--- config.mk ---
export PLATFORM = sky130hd
export DESIGN_NAME = asl_cell
export DESIGN_NICKNAME = d
export VERILOG_FILES = /design/src/hdl/asl_pkg.sv /design/src/hdl/asl_cell.sv
export SDC_FILE = /design/constraint.sdc
export NUM_CORES = 1
export LEC_CHECK = 0
export BUFFER_PORTS_ARGS = -buffer_cell sky130_fd_sc_hd__buf_2
export CAP_MARGIN = 15
export CORE_MARGIN = 2
export CORE_UTILIZATION = 41
export CTS_CLUSTER_DIAMETER = 80
export DETAILED_ROUTE_END_ITERATION = 10
export PLACE_DENSITY = 0.89
export RECOVER_POWER = 25
export SYNTH_ARGS = -nofsm -noshare
export SYNTH_HDL_FRONTEND = slang
export SYNTH_SLANG_ARGS = --single-unit
--- constraint.sdc ---
create_clock -name clk -period 2.8 [get_ports clk]
set_input_delay 0.56 -clock clk [delete_from_list [all_inputs] [get_ports clk]]
set_output_delay 0.56 -clock clk [all_outputs]
set_load 0.01 [all_outputs]
--- src/hdl/asl_pkg.sv ---
// ----------------------------------------------------------------------------
// Ascending list sorter package
// Shared types for the insertion chain and its control.
// ----------------------------------------------------------------------------
package asl_pkg;

  localparam int VALUE_W = 32;

  typedef logic signed [VALUE_W-1:0] value_t;

  // Controller state, one-hot.
  typedef enum logic [1:0] {
    ST_LOAD  = 2'b01,
    ST_DRAIN = 2'b10
  } state_t;

  // Broadcast from the controller to every cell of the chain.
  typedef struct packed {
    logic   insert;  // place value at its ordered position
    logic   shift;   // move every entry one cell towards the head
    value_t value;   // value being inserted
  } chain_ctrl_t;

endpackage

--- src/hdl/asl_cell.sv ---
// ----------------------------------------------------------------------------
// Ascending list sorter cell
// One entry of the sorted chain with its compare and neighbour hand-over.
// ----------------------------------------------------------------------------
module asl_cell (
  input  logic                 clk,
  input  logic                 rst,
  input  asl_pkg::chain_ctrl_t ctrl,
  input  logic                 prev_take,
  input  asl_pkg::value_t      prev_val,
  input  logic                 prev_valid,
  input  asl_pkg::value_t      next_val,
  input  logic                 next_valid,
  output asl_pkg::value_t      val,
  output logic                 valid,
  output logic                 take
);
  import asl_pkg::*;

  // The cell gives way when it is empty or holds a larger value.
  assign take = !valid || (val > ctrl.value);

  always_ff @(posedge clk) begin
    if (ctrl.shift) begin
      val <= next_val;
    end else if (ctrl.insert && take) begin
      val <= prev_take ? prev_val : ctrl.value;
    end
  end

  always_ff @(posedge clk) begin
    if (rst) begin
      valid <= 1'b0;
    end else if (ctrl.shift) begin
      valid <= next_valid;
    end else if (ctrl.insert && take) begin
      valid <= prev_take ? prev_valid : 1'b1;
    end
  end

endmodule

==> summary.md <==
| Metric | Value |
|---|---|
| Die footprint | 6741 sq um |
| Worst min path class | in -> reg |
| Placer Congestion | 0.7344 |
| Ys flop type | edfxtp_1 |
| CTS clk-pin slew, worst paths | about 0.07 ns |
| P_leak | around 0.0018 uW |
| Placed cell count | 472 |
| Failing checks | negative setup slack |
| CTS tree | built |
| Crit Path Class | reg -> out |
| Worst Tran Pin Value | approximately 0.56 ns |
| Total I/O pin count | roughly 140 |
| Fmax | 342.5 MHz |
| Number of routed nets with antenna violations | 0 |
| Initial core utilization | 42.24% |
| Fraction of layout cells with a size suffix above 1 | between 30% and 40% |
| CP Capture Type | output port |
| Most common cell after layout, fill and taps aside | buf_2 |
| Mapped Nets | ~400 |
| FILL cells | just over 500 |
| Via density | between 5 and 6 |
| Unrepaired setup endpoints after global routing | yes |
| Worst skew pair latency | roughly 0.28 ns |
| Non-Filler Instances | a little under 500 |
| Clock Tree Buf Depth | 2 |
| Most crowded layer after global routing | met2 |
| First-pass GRT wire length | 10210 um |
| Final Skew | a little over 0.006 ns |
| Synthesized area per cell | around 9.5 sq um |
| DRC Markers | 0 |
| Min cycle time layout | 2.920 ns |
| Mapped Area | around 2500 sq um |
| Worst setup margin | -0.1201 ns |
| Delay-heaviest family, CP | compound AO/OA/AOI/OAI gates |
| Buffers added on ports | between 100 and 150 |
| Chip width | slightly above 80 um |
| Core ar. | about 5900 sq um |
| Hold_ws | between 0.4 and 0.5 ns |
| Global-route usage over all layers | approximately a fifth |
| Slowest CP cell | edfxtp_1 |
| Nets | roughly 540 |
| Syn Inst Count | approximately 260 |
| Status | finished, violations left |
| Fin crit share | 104.3% |
| Grt total ovfl | 0 |
| Max_slew headroom | approximately 63% |
| Worst-path fanout max | 3 |
| H-tree depth | 2 |
| Root Buffer | clkbuf_8 |
| Final Hold Viols | 0 |
| Die Height | just over 80 um |
| EDFF count, synth | 32 |
| Power Density | ~430 nW/um^2 |
| Inserted Diodes | 0 |
| Met3 usage | 4.130% |
| Max Cap Viol | 0 |
| GR met2 Demand/Resource | about two fifths |
| Yosys cell types | 30 |
| Critical path, cell by cell | ha_4 -> a21oi_2 -> nand2_1 -> a221o_1 -> o31a_1 -> a211o_1 -> a21bo_2 -> buf_6 |
| Area grow syn2layout | 39.07% |
| Starting DRT DRC Count | 65 |
| Synthesized flop and latch total | 33 |
| CP max stage delay | between 0.4 and 0.5 ns |
| Vias in the first global route | between 2k and 2.5k |
| Drt pass-1 iters | 6 |
| Rows | 28 |
| Initial antenna violation count | 0 |
| Largest net degree at the start of global routing | 38 |
| Vias | about 2.5k |
| Register area share after synthesis | 39.22% |
| Worst vdd ir | about 0.33 mV |
| Dpl hpwl | 5519 um |
| GR Util met1 | ~21% |
| Ys async rst share | 0% |
| Ys Warns | 0 |
| Commonest cells after routing, fill and taps aside | 113 x buf_2, 38 x nand2_1, 33 x o21ai_0 |
| WP buf/inv | 1 |
| # setup viols final | 1 |
| Slew Limit Fails | 0 |
| Reg area | between 900 and 1000 sq um |
| Multi-input gate area | 1423 sq um |
| CTS buffer count | 5 |
| Startpoint types | flip-flop |
| Clock sinks | 33 |
| Fin util | slightly below 60% |
| Avg WL per Cell | between 10 and 15 um |
| WP data required | ~2.2 ns |
| Final wirelength | between 6000 and 7000 um |
| Critical Path AT | ~2.4 ns |
==> synthesized netlist by cell type, types with 3 or more instances <==
cell type  number  area [sq um]
and4_1          3         26.28
buf_1           3         11.26
inv_1          35         131.4
a21oi_1        13         65.06
o21ai_0        35         175.2
clkbuf_1        8         30.03
ha_1           32         400.4
mux2i_1        32         320.3
nand3_1         4         20.02
nand2_1        38         142.6
edfxtp_1       32         960.9
nand4_1         5         31.28
==> final cells by class <==
type / count / area share [%]
clock buffer: 6 / 2.086
clock inverter: 2 / 0.2878
inverter: 35 / 3.777
multi-input combinational: 184 / 40.90
sequential: 33 / 28.20
tap: 75 / 2.698
timing repair buffer: 147 / 22.05
==> repair_timing <==
item                                    CTS  global route
endpoints found under the setup margin    1             1
setup buffers                             1             1
hold buffers                              0             0
pin swaps                                 8             2
gates resized for setup                   8             3
gates cloned                              0             0
==> metrics by stage <==
step                total power, uW  worst slack [ns]  cell area, sq um  setup TNS, ns
global placement               1134           -0.2203              3353         -4.222
floorplan                     928.0          0.007208              2527              0
finish                         1512           -0.1201              3478        -0.1201
global route                   1616           -0.2103              3478        -0.2103
CTS                            1528           -0.1313              3473        -0.1313
detailed placement             1163           -0.2580              3353         -5.681
==> layer usage <==
metal	wire length (um)	share of wire (%)	vias up
met3	434	6.5	6
li1	-	-	1235
met1	2615	39	1135
met2	3601	54	89
met5	0	0	-
met4	58	0.86	0
==> path summary, 6_finish.rpt <==
path	depth (start not counted)	endpoint	slack (ns)	from
max reg2reg	9	val[14]	0.11	val[14]
min reg2reg	2	valid	0.52	valid
min	2	valid	0.45	rst
max	8	take	-0.12	val[14]
==> kinds of logic (layout without fill, tap and decap cells) <==
family                     count (synthesis)  in the layout  synth area share (%)
buffers and inverters                     46            190                 6.904
AOI/OAI and AO/OA                         62             62                 14.56
adders and majority gates                 32             32                 16.01
DFF                                       33             33                 39.22
and+or+nand+nor                           58             58                 10.51
muxes                                     32             32                 12.81
==> sequential cells by signal, summed over array words and instances (netlist names) <==
signal  flops
val        32
valid       1
==> report_power, final <==
part / internal [uW] / leakage [uW] / switching (uW)
Clock: 172 / 0.0000450 / 169
Sequential: 623 / 0.000342 / 39.1
Combinational: 247 / 0.00139 / 262
Power figures use the tool's default switching activity.
